<file path="src/hw/rtl/baro_temp_compensation_core_assert.svh">
// Assertion macros for the barometric compensation core.
// Included by files that check their own logic; no other dependencies.
`ifndef BARO_TEMP_COMPENSATION_CORE_ASSERT_SVH
`define BARO_TEMP_COMPENSATION_CORE_ASSERT_SVH
`ifndef SYNTHESIS
`define BTC_ASSERT_IMP(label, clk, rst_n, ante, cons) \
  label: assert property (@(posedge clk) disable iff (!rst_n) (ante) |-> (cons)) \
    else $error("btc assertion failed");
`define BTC_ASSERT_NXT(label, clk, rst_n, ante, cons) \
  label: assert property (@(posedge clk) disable iff (!rst_n) (ante) |=> (cons)) \
    else $error("btc assertion failed");
`else
`define BTC_ASSERT_IMP(label, clk, rst_n, ante, cons)
`define BTC_ASSERT_NXT(label, clk, rst_n, ante, cons)
`endif
`endif

</file>
<file path="src/hw/rtl/btc_pkg.sv">
// Shared constants and helpers for the barometric compensation core.
// No dependencies; used by the divider and the top level.
`timescale 1ns / 1ps

package btc_pkg;

  localparam int unsigned DATA_W = 32;
  localparam int unsigned RAW_W  = 20;
  localparam int unsigned CNT_W  = $clog2(DATA_W + 1);

  localparam logic [DATA_W-1:0] OFFS_FINE   = 32'd64000;
  localparam logic [DATA_W-1:0] RAW_FULL    = 32'd1048576;
  localparam logic [DATA_W-1:0] SCALE_PRESS = 32'd3125;
  localparam logic [DATA_W-1:0] HALF_RANGE  = 32'h8000_0000;
  localparam logic [DATA_W-1:0] P1_OFFS     = 32'd32768;
  localparam logic [DATA_W-1:0] TEMP_ROUND  = 32'd128;

  // Arithmetic right shift of a 32-bit two's complement word.
  function automatic logic [DATA_W-1:0] asr(input logic [DATA_W-1:0] x,
                                            input int unsigned n);
    return DATA_W'($signed(x) >>> n);
  endfunction

  function automatic logic [DATA_W-1:0] sx16(input logic [15:0] x);
    return {{(DATA_W-16){x[15]}}, x};
  endfunction

endpackage

</file>
<file path="src/hw/rtl/btc_div.sv">
// Unsigned restoring divider, one quotient bit per cycle.
// Uses btc_pkg for the data width.
`timescale 1ns / 1ps

module btc_div (
  input  logic                       clk,
  input  logic                       rst_n,
  input  logic                       start,
  input  logic [btc_pkg::DATA_W-1:0] num,
  input  logic [btc_pkg::DATA_W-1:0] den,
  output logic                       busy,
  output logic                       done,
  output logic [btc_pkg::DATA_W-1:0] quot
);

  logic [btc_pkg::DATA_W-1:0] quo_r, den_r;
  logic [btc_pkg::DATA_W-1:0] rem_r;
  logic [btc_pkg::CNT_W-1:0]  cnt_r;
  logic                       busy_r, done_r;
  logic [btc_pkg::DATA_W:0]   rem_sh, rem_sub;

  assign rem_sh  = {rem_r, quo_r[btc_pkg::DATA_W-1]};
  assign rem_sub = rem_sh - {1'b0, den_r};

  always_ff @(posedge clk) begin
    if (!rst_n) begin
      busy_r <= 1'b0;
      done_r <= 1'b0;
      cnt_r  <= '0;
    end else begin
      done_r <= 1'b0;
      if (start) begin
        busy_r <= 1'b1;
        cnt_r  <= btc_pkg::CNT_W'(btc_pkg::DATA_W);
        quo_r  <= num;
        den_r  <= den;
        rem_r  <= '0;
      end else if (busy_r) begin
        // The shifted remainder is below twice the divisor, so one subtract suffices.
        if (!rem_sub[btc_pkg::DATA_W]) begin
          rem_r <= rem_sub[btc_pkg::DATA_W-1:0];
          quo_r <= {quo_r[btc_pkg::DATA_W-2:0], 1'b1};
        end else begin
          rem_r <= rem_sh[btc_pkg::DATA_W-1:0];
          quo_r <= {quo_r[btc_pkg::DATA_W-2:0], 1'b0};
        end
        cnt_r <= cnt_r - 1'b1;
        if (cnt_r == btc_pkg::CNT_W'(1)) begin
          busy_r <= 1'b0;
          done_r <= 1'b1;
        end
      end
    end
  end

  assign busy = busy_r;
  assign done = done_r;
  assign quot = quo_r;

endmodule

</file>
<file path="src/hw/rtl/baro_temp_compensation_core.sv">
// Top level of the barometric compensation core: register port, sequencer
// and shared multiplier. Depends on btc_pkg, btc_div and the assertion header.
// A new word is accepted only in idle; the shared multiplier and divider set the
// work per word: every multiply step has a multiply phase and a store phase,
// temperature is four steps, pressure is ten steps plus a serial divide, and with
// neither selected the word goes straight to loading the result register, which
// always comes before the return to idle. A zero divisor ends pressure before the
// divide, and a stalled result holds the block busy.
`timescale 1ns / 1ps

`include "baro_temp_compensation_core_assert.svh"

module baro_temp_compensation_core (
  input  logic        clk,
  input  logic        rst_n,
  input  logic        in_valid,
  output logic        in_stall,
  input  logic [19:0] in_raw_pressure,
  input  logic [19:0] in_raw_temperature,
  output logic        out_valid,
  input  logic        out_stall,
  output logic signed [31:0] out_temperature,
  output logic signed [31:0] out_pressure,
  output logic        out_press_error,
  input  logic        psel,
  input  logic        penable,
  input  logic        pwrite,
  input  logic [5:0]  paddr,
  input  logic [63:0] pwdata,
  output logic [63:0] prdata,
  output logic        pready
);

  typedef enum logic [3:0] {
    S_IDLE = 4'b0001,
    S_CALC = 4'b0010,
    S_DIV  = 4'b0100,
    S_DONE = 4'b1000
  } state_t;

  typedef enum logic [3:0] {
    ST_T_A  = 4'd0,
    ST_T_D  = 4'd1,
    ST_T_B  = 4'd2,
    ST_T_O  = 4'd3,
    ST_P_QQ = 4'd4,
    ST_P_6  = 4'd5,
    ST_P_5  = 4'd6,
    ST_P_3  = 4'd7,
    ST_P_2  = 4'd8,
    ST_P_1  = 4'd9,
    ST_P_N  = 4'd10,
    ST_P_SQ = 4'd11,
    ST_P_9  = 4'd12,
    ST_P_8  = 4'd13
  } step_t;

  typedef enum logic [2:0] {
    REG_TEMP  = 3'd0,
    REG_PLOW  = 3'd1,
    REG_PHIGH = 3'd2,
    REG_P9    = 3'd3,
    REG_SEL   = 3'd4
  } reg_idx_t;

  localparam int unsigned W = btc_pkg::DATA_W;

  logic [47:0] temp_coeffs_r;
  logic [63:0] press_coeffs_low_r, press_coeffs_high_r;
  logic [15:0] press_coeff_nine_r;
  logic [1:0]  measure_select_r;

  state_t state_r;
  step_t  step_r;
  logic   phase_r;
  logic [19:0]  rawp_r, rawt_r;
  logic [W-1:0] prod_r, fine_r, temp_r, press_r;
  logic [W-1:0] x_r, acc_r, qq_r, v1_r, v2_r;
  logic         err_r, big_r;
  logic         out_valid_r, out_err_r;
  logic [W-1:0] out_temp_r, out_press_r;

  logic [W-1:0] mul_a, mul_b, v1c, t1, p1, post_v1;
  logic         in_acc, out_acc, cfg_wr, out_load;
  logic         div_start, div_busy, div_done;
  logic [W-1:0] div_num, div_quot;

  assign pready  = 1'b1;
  assign cfg_wr  = psel && penable && pwrite && pready;
  assign in_acc  = in_valid && !in_stall;
  assign out_acc = out_valid_r && !out_stall;
  assign in_stall = (state_r != S_IDLE);
  assign out_load = (state_r == S_DONE) && (!out_valid_r || !out_stall);

  always_comb begin
    unique case (reg_idx_t'(paddr[5:3]))
      REG_TEMP:  prdata = {16'b0, temp_coeffs_r};
      REG_PLOW:  prdata = press_coeffs_low_r;
      REG_PHIGH: prdata = press_coeffs_high_r;
      REG_P9:    prdata = {48'b0, press_coeff_nine_r};
      REG_SEL:   prdata = {62'b0, measure_select_r};
      default:   prdata = '0;
    endcase
  end

  always_ff @(posedge clk) begin
    if (!rst_n) begin
      temp_coeffs_r       <= '0;
      press_coeffs_low_r  <= '0;
      press_coeffs_high_r <= '0;
      press_coeff_nine_r  <= '0;
      measure_select_r    <= '0;
    end else if (cfg_wr) begin
      unique case (reg_idx_t'(paddr[5:3]))
        REG_TEMP:  temp_coeffs_r       <= pwdata[47:0];
        REG_PLOW:  press_coeffs_low_r  <= pwdata;
        REG_PHIGH: press_coeffs_high_r <= pwdata;
        REG_P9:    press_coeff_nine_r  <= pwdata[15:0];
        REG_SEL:   measure_select_r    <= pwdata[1:0];
        default:   ;
      endcase
    end
  end

  assign t1  = {16'b0, temp_coeffs_r[15:0]};
  assign p1  = {16'b0, press_coeffs_low_r[15:0]};
  assign v1c = btc_pkg::asr(fine_r, 1) - btc_pkg::OFFS_FINE;

  // Operand selection for the one shared multiplier.
  always_comb begin
    unique case (step_r)
      ST_T_A: begin
        mul_a = W'(rawt_r >> 3) - (t1 << 1);
        mul_b = btc_pkg::sx16(temp_coeffs_r[31:16]);
      end
      ST_T_D: begin
        mul_a = W'(rawt_r >> 4) - t1;
        mul_b = W'(rawt_r >> 4) - t1;
      end
      ST_T_B: begin
        mul_a = acc_r;
        mul_b = btc_pkg::sx16(temp_coeffs_r[47:32]);
      end
      ST_T_O: begin
        mul_a = fine_r;
        mul_b = 32'd5;
      end
      ST_P_QQ: begin
        mul_a = btc_pkg::asr(v1c, 2);
        mul_b = btc_pkg::asr(v1c, 2);
      end
      ST_P_6: begin
        mul_a = btc_pkg::asr(qq_r, 11);
        mul_b = btc_pkg::sx16(press_coeffs_high_r[31:16]);
      end
      ST_P_5: begin
        mul_a = v1_r;
        mul_b = btc_pkg::sx16(press_coeffs_high_r[15:0]);
      end
      ST_P_3: begin
        mul_a = btc_pkg::asr(qq_r, 13);
        mul_b = btc_pkg::sx16(press_coeffs_low_r[47:32]);
      end
      ST_P_2: begin
        mul_a = v1_r;
        mul_b = btc_pkg::sx16(press_coeffs_low_r[31:16]);
      end
      ST_P_1: begin
        mul_a = btc_pkg::P1_OFFS + v1_r;
        mul_b = p1;
      end
      ST_P_N: begin
        mul_a = (btc_pkg::RAW_FULL - W'(rawp_r)) - btc_pkg::asr(v2_r, 12);
        mul_b = btc_pkg::SCALE_PRESS;
      end
      ST_P_SQ: begin
        mul_a = press_r >> 3;
        mul_b = press_r >> 3;
      end
      ST_P_9: begin
        mul_a = x_r >> 13;
        mul_b = btc_pkg::sx16(press_coeff_nine_r);
      end
      ST_P_8: begin
        mul_a = press_r >> 2;
        mul_b = btc_pkg::sx16(press_coeffs_high_r[63:48]);
      end
      default: begin
        mul_a = '0;
        mul_b = '0;
      end
    endcase
  end

  assign post_v1   = btc_pkg::asr(prod_r, 15);
  assign div_start = (state_r == S_CALC) && phase_r && (step_r == ST_P_N);
  assign div_num   = prod_r[W-1] ? prod_r : (prod_r << 1);

  btc_div u_div (
    .clk   (clk),
    .rst_n (rst_n),
    .start (div_start),
    .num   (div_num),
    .den   (v1_r),
    .busy  (div_busy),
    .done  (div_done),
    .quot  (div_quot)
  );

  always_ff @(posedge clk) begin
    if (!rst_n) begin
      state_r     <= S_IDLE;
      step_r      <= ST_T_A;
      phase_r     <= 1'b0;
      fine_r      <= '0;
      out_valid_r <= 1'b0;
    end else begin
      if (out_load) begin
        out_valid_r <= 1'b1;
      end else if (out_acc) begin
        out_valid_r <= 1'b0;
      end
      unique case (state_r)
        S_IDLE: begin
          if (in_acc) begin
            rawp_r  <= in_raw_pressure;
            rawt_r  <= in_raw_temperature;
            temp_r  <= '0;
            press_r <= '0;
            err_r   <= 1'b0;
            phase_r <= 1'b0;
            if (measure_select_r[1]) begin
              step_r  <= ST_T_A;
              state_r <= S_CALC;
            end else if (measure_select_r[0]) begin
              step_r  <= ST_P_QQ;
              state_r <= S_CALC;
            end else begin
              state_r <= S_DONE;
            end
          end
        end
        S_CALC: begin
          phase_r <= !phase_r;
          if (!phase_r) begin
            prod_r <= mul_a * mul_b;
          end else begin
            step_r <= step_t'(step_r + 1'b1);
            unique case (step_r)
              ST_T_A: x_r <= btc_pkg::asr(prod_r, 11);
              ST_T_D: acc_r <= btc_pkg::asr(prod_r, 12);
              ST_T_B: fine_r <= x_r + btc_pkg::asr(prod_r, 14);
              ST_T_O: begin
                temp_r <= btc_pkg::asr(prod_r + btc_pkg::TEMP_ROUND, 8);
                if (!measure_select_r[0]) begin
                  state_r <= S_DONE;
                end
              end
              ST_P_QQ: begin
                qq_r <= prod_r;
                v1_r <= v1c;
              end
              ST_P_6: v2_r <= prod_r;
              ST_P_5: v2_r <= btc_pkg::asr(v2_r + (prod_r << 1), 2)
                              + {press_coeffs_low_r[63:48], 16'b0};
              ST_P_3: x_r <= prod_r;
              ST_P_2: v1_r <= btc_pkg::asr(btc_pkg::asr(x_r, 3)
                                           + btc_pkg::asr(prod_r, 1), 18);
              ST_P_1: begin
                v1_r <= post_v1;
                // A zero divisor ends the word with the error flag set.
                if (post_v1 == '0) begin
                  err_r   <= 1'b1;
                  state_r <= S_DONE;
                end
              end
              ST_P_N: begin
                big_r   <= !(prod_r < btc_pkg::HALF_RANGE);
                state_r <= S_DIV;
              end
              ST_P_SQ: x_r <= prod_r;
              ST_P_9: acc_r <= btc_pkg::asr(prod_r, 12);
              ST_P_8: begin
                press_r <= press_r + btc_pkg::asr(acc_r + btc_pkg::asr(prod_r, 13)
                           + btc_pkg::sx16(press_coeffs_high_r[47:32]), 4);
                state_r <= S_DONE;
              end
              default: state_r <= S_DONE;
            endcase
          end
        end
        S_DIV: begin
          if (div_done) begin
            press_r <= big_r ? (div_quot << 1) : div_quot;
            step_r  <= ST_P_SQ;
            phase_r <= 1'b0;
            state_r <= S_CALC;
          end
        end
        S_DONE: begin
          if (out_load) begin
            out_temp_r  <= temp_r;
            out_press_r <= press_r;
            out_err_r   <= err_r;
            state_r     <= S_IDLE;
          end
        end
        default: state_r <= S_IDLE;
      endcase
    end
  end

  assign out_valid       = out_valid_r;
  assign out_temperature = out_temp_r;
  assign out_pressure    = out_press_r;
  assign out_press_error = out_err_r;

  `BTC_ASSERT_NXT(a_busy_after_accept, clk, rst_n, in_acc, in_stall)
  `BTC_ASSERT_IMP(a_div_only_in_div, clk, rst_n, div_busy, state_r == S_DIV)
  `BTC_ASSERT_IMP(a_err_zero_press, clk, rst_n, out_valid_r && out_err_r,
                  out_press_r == '0)

endmodule
</file>
<file path="config.mk">
export PLATFORM = sky130hd
export DESIGN_NAME = baro_temp_compensation_core
export DESIGN_NICKNAME = d
export VERILOG_FILES = /design/src/hw/rtl/btc_pkg.sv /design/src/hw/rtl/btc_div.sv /design/src/hw/rtl/baro_temp_compensation_core.sv
export VERILOG_INCLUDE_DIRS = /design/src /design/src/hw/rtl
export SDC_FILE = /design/constraint.sdc
export NUM_CORES = 2
export LEC_CHECK = 0
export BUFFER_PORTS_ARGS = -buffer_cell sky130_fd_sc_hd__buf_2
export CAP_MARGIN = 25
export CORE_ASPECT_RATIO = 0.75
export CORE_MARGIN = 2
export CORE_UTILIZATION = 60
export CTS_CLUSTER_DIAMETER = 120
export DETAILED_ROUTE_END_ITERATION = 6
export PLACE_DENSITY_LB_ADDON = 0.3
export SLEW_MARGIN = 20
export SYNTH_ARGS = -nofsm -noshare
export SYNTH_HDL_FRONTEND = slang
export SYNTH_SLANG_ARGS = --single-unit
</file>
<file path="constraint.sdc">
create_clock -name clk -period 12.72 [get_ports clk]
set_input_delay 0.636 -clock clk [delete_from_list [all_inputs] [get_ports clk]]
set_output_delay 0.636 -clock clk [all_outputs]
set_load 0.02 [all_outputs]
</file>
# After elaboration in Yosys (flattened, before gate mapping)

Index checks and enable logic that the tools add are counted.

Add/subtract/negate cells: 17
Mux-type cells: 52
Bitwise gates (word level): 3
Order comparisons: 1
Eq/ne operators: 35
Shift operators: 0
Div/mod/pow operators: 0
Reduce and logical (&&, ||, !) cells: 52
$mul: 1

Operators with widths:

| cell                   | count |
|---|---|
| $pmux 32 s14           | 1 |
| $pmux 32 s13           | 1 |
| $mux 32                | 12 |
| $pmux 64 s5            | 1 |
| $pmux 32 s2            | 3 |
| $pmux 32 s3            | 2 |
| $add 32x32->32         | 4 |
| $mux 4                 | 13 |
| $sub 33x32->33         | 1 |
| $add 16x32->32 const A | 1 |
| $add 29x31->32         | 1 |
| $add 32x8->32 const B  | 1 |
| $logic_not 32->1       | 1 |
| $lt 32x32->1 const B   | 1 |
| $mul 32x32->32         | 1 |
| $pmux 4 s4             | 2 |
| $sub 31x17->32 const B | 1 |
| $eq 4x4->1 const B     | 7 |
| $reduce_and 4->1       | 6 |
| $sub 22x20->23         | 1 |
| $add 21x16->22         | 1 |
| $sub 21x20->22 const A | 1 |
| $add 20x19->21         | 1 |
| $eq 4x3->1 const B     | 5 |
| 35 further kinds       | 92 |

Output and inout bits: 132
RAM bits: 0
Input bits: 117
Bits in read-only memories: 0
Memories kept: 0
Flip-flop bits (word level): 691
Bits in latches: 0

# Longest topological paths before layout

Depth after elaboration: 6
Gate-level depth with buffers: 47

# By module

From an unflattened synthesis, not the netlist that was laid out.

Cells, all modules: 6166
Area total of the unflattened synthesis: 56341.5 um^2

By module, submodules not included:

| module                      | times used | area each (um^2) | cells each |
|---|---|---|---|
| baro_temp_compensation_core | 1          | 50559.7          | 5670 |
| btc_div                     | 1          | 5781.8           | 496 |

# Least setup slack after synthesis

Ideal clock, no wire load.

Kind: register -> register
Start: register rawp_r[5]
End: register prod_r[31] (data pin)
Cell stages (with the launch flop): 41
Slack: 2.445 ns
Data required time: 12.460 ns
Library setup time: 0.260 ns
Arrival time: 10.015 ns
Cells stage by stage: edfxtp_1 or4_1 nor4_1 nand2_1 nor3_1 xnor2_1 ha_1 nand2_1 or2_2 and3_1 a21oi_1 mux2i_1 nand2_1 clkbuf_1 a2111o_1 nand2_1 fa_1 fa_1 [... 5 more ...] inv_1 fa_1 fa_1 inv_1 fa_1 xor2_1 xnor2_1 xnor2_1 xnor2_1 xnor2_1 xnor2_1 xnor2_1 xnor2_1 xnor2_1 xnor2_1 xnor3_1 xnor2_1 xnor2_1

Longest elaborated chain between the ends: 4

RTL lines:

| what                   | line                               | RTL |
|---|---|---|
| from (decl)            | baro_temp_compensation_core.sv:76  | `logic [19:0] rawp_r, rawt_r;` |
| from (signal assigned) | baro_temp_compensation_core.sv:226 | `rawp_r <= in_raw_pressure;` |
| $sub 21x20->22         | baro_temp_compensation_core.sv:173 | `mul_a = (btc_pkg::RAW_FULL - W'(rawp_r)) - btc_pkg::asr(v2_r, 12);` |
| $sub 22x20->23         | baro_temp_compensation_core.sv:173 |  |
| $pmux 32 s13           | baro_temp_compensation_core.sv:131 | `unique case (step_r)` |
| $mul 32x32->32         | baro_temp_compensation_core.sv:246 | `prod_r <= mul_a * mul_b;` |
| to (signal assigned)   | baro_temp_compensation_core.sv:246 |  |
| to (decl)              | baro_temp_compensation_core.sv:77  | `logic [W-1:0] prod_r, fine_r, temp_r, press_r;` |

Every way passes these cells.
A chain may end at the register's enable or synchronous reset.

# Final worst setup path

Start: register rawp_r[0]
End: register prod_r[31] (data pin)

Same word-level chain as after synthesis.

==> impl_metrics.py <==
metrics = {
    "synth": {
        "ys_top_cells_by_area": "edfxtp_1 23%, fa_1 16%, dfxtp_1 8.9%, ha_1 8.1%, nand2_1 6.9%",
        "yosys.area.top_type": "edfxtp_1",
        "avgSynthCellArea_um2": 9.01,
        "ys_types": 87,
        "synth_xor_area_frac": 0.0464,
        "yosysMostFrequentCell": "nand2_1",
        "synth-compound-area-share": 0.152,
        "netlist_instances": 6119,
        "synth-async-reset-ratio": 0,
        "synth-edff-count": 416,
        "synth_top_family_by_area": "adder cells",
        "synthAdderAreaFrac": 0.239,
        "synth_commonest_cells": "1007 x nand2_1, 592 x inv_1, 496 x nor2_1",
        "yosys.area_share.simple": 0.162,
        "ys_warn_count": 0,
        "synthFlopType": "edfxtp_1",
        "ys_seq_area_frac": 0.315,
        "ys_seq_elements": 660,
        "synth_nets": 7028,
        "muxShareOfSynthArea": 0.0229,
        "syn_area_mm2": 0.0551,
        "synth_top_area_share": 0.227,
    },
    "floorplan": {
        "start_util": 0.604,
        "rows": 96,
        "die_x_um": 354,
        "coreArea_mm2": 0.0913,
        "ios": 249,
        "die_h_um": 267,
        "die_area_mm2": 0.0944,
    },
    "worst_setup_path": {
        "r2r_slack_ns": 0.73,
        "critPathMaxFanout": 11,
        "slowest_delay_ns": 0.57,
        "required_ns": 13.14,
        "startpoint": "rawp_r[0]",
        "worst-path-buf-inv": 6,
        "cp-end-kind": "flip-flop",
        "path_common_cell": "fa_1",
        "crit_path_top_delay_cell": "o2111ai_1",
        "crit_family": "adder cells",
        "critical_path_class": "reg -> reg",
        "crit_arrival_ns": 12.41,
        "r2r-start": "rawp_r[0]",
        "cp-start-kind": "flip-flop",
    },
    "routing": {
        "avgRoutedWirePerCell_um": 26.1,
        "routed_wl_mm": 196,
        "drt_iter0_markers": 7517,
        "vias": 48800,
        "antenna_left": 0,
        "first_pass_iters": 7,
        "viasPerCell": 6.48,
        "drc": 20,
    },
    "global_routing": {
        "grt_pass1_wl_mm": 290,
        "grt_max_degree": 90,
        "first_global_vias": 45700,
        "gr-total-overflow": 0,
        "antenna_found_initial": 11,
        "grt_usage": 0.409,
    },
    "layout": {
        "drive_gt1_frac": 0.0901,
        "synthToLayoutAreaGrowth_pct": 8.84,
        "final_nets": 7150,
        "fill_cells": 7409,
        "largestRegisters": "press_coeffs_high_r (64), press_coeffs_low_r (64), temp_coeffs_r (48)",
    },
    "min_path": {
        "min_path_type": "in -> reg",
        "hp-start": "in_raw_temperature[7]",
    },
    "clock_network": {
        "insertion_delay_ns": 0.68,
        "cts_tree": "yes",
        "postCtsSetupBuffers": 0,
        "clockBufferDepth": 3,
        "cts_made_buffers": 61,
        "cts_max_level": 2,
        "ctsHoldBuffers": 0,
        "cts-resized-gates": 0,
        "clk_pin_slew_ns": 0.07,
        "cts_root_buffer": "clkbuf_16",
        "clock_sinks": 660,
    },
    "sta": {
        "fin_crit_sh": 0.942,
        "skew_ns": 0.0322,
        "tns_ns": 0,
        "rsz0062_at_grt": "false",
        "fmax_mhz": 83.4,
        "hold_viol": 0,
        "setup_violations": 0,
        "finalCriticalPeriod_ns": 11.99,
        "max_slew_margin": 0.171,
        "worstMarginPinSlew_ns": 1.24,
        "final-max-slew-violation-count": 0,
    },
    "placed_design": {
        "dp_hpwl_mm": 149,
        "io_buffers": 241,
        "routabilityCongestion": 1.04,
    },
    "flow_run": {
        "maxCapViolations": 0,
    },
    "outcome": {
        "violations": "DRC",
        "status": "finished with violations",
    },
}
==> area by class of cell <==
class	count	area (um2)	share of cell area
Antenna cell	12	30.0	0.000500
Clock buffer	72	1640	0.0273
Clock inverter	41	398	0.00663
Inverter	595	2240	0.0373
Multi-Input combinational cell	4545	34500	0.575
Sequential cell	660	17400	0.290
Tap cell	1225	1530	0.0255
Timing Repair Buffer	378	2280	0.0381
==> logic make-up (layout without fill, tap and decap cells) <==
| logic type | Yosys count | count (layout) |
|---|---|---|
| simple gates | 2045 | 2045 |
| other cells | 1 | 13 |
| mux | 126 | 126 |
| buf+inv | 914 | 1086 |
| xor+xnor | 284 | 284 |
| compound gates | 1297 | 1297 |
| fa+ha+maj | 792 | 792 |
| flops | 660 | 660 |
==> cell usage in the layout, fill, tap and decap left out, types with 133 or more instances in the layout <==
master,netlist,final
a21oi_1,444,442
buf_2,2,241
buf_4,9,133
dfxtp_1,244,244
edfxtp_1,416,416
fa_1,433,433
ha_1,359,359
inv_1,592,591
nand2_1,1007,1005
nor2_1,496,489
o21ai_0,240,240
xnor2_1,177,176
==> worst paths after layout <==
kind,cells after the start,to
min,1,rawt_r[7]
max reg2reg,40,prod_r[31]
max,40,prod_r[31]
min reg2reg,0,out_temperature[6]
==> metal layers <==
layer | routed length [um] | vias up | part of all wire | track usage
li1 | - | 21200 | - | -
met1 | 75600 | 23300 | 0.39 | 0.576
met2 | 76900 | 3668 | 0.39 | 0.559
met3 | 32200 | 619 | 0.16 | 0.143
met4 | 11200 | 17 | 0.057 | 0.191
met5 | 262 | - | 0.0013 | 0.0144
==> through the flow <==
stage / std cells / utilization / hold slack (ns) / area [um2] / worst slack (ns)
6_report: 7528 / 0.658 / 0.147 / 60000 / 0.732
5_1_grt: 7518 / 0.657 / 0.144 / 60000 / 0.274
4_1_cts: 7515 / 0.657 / 0.137 / 60000 / 1.11
3_5_place_dp: 7402 / 0.635 / 0.406 / 57900 / 1.16
3_3_place_gp: 7399 / 0.634 / 0.404 / 57900 / 1.24
2_1_floorplan: 6119 / - / 0.400 / 55100 / 2.45
Power is left out: the tool's default activity adds up to more than one toggle a clock period on the data nets, which glitch-free logic cannot reach.
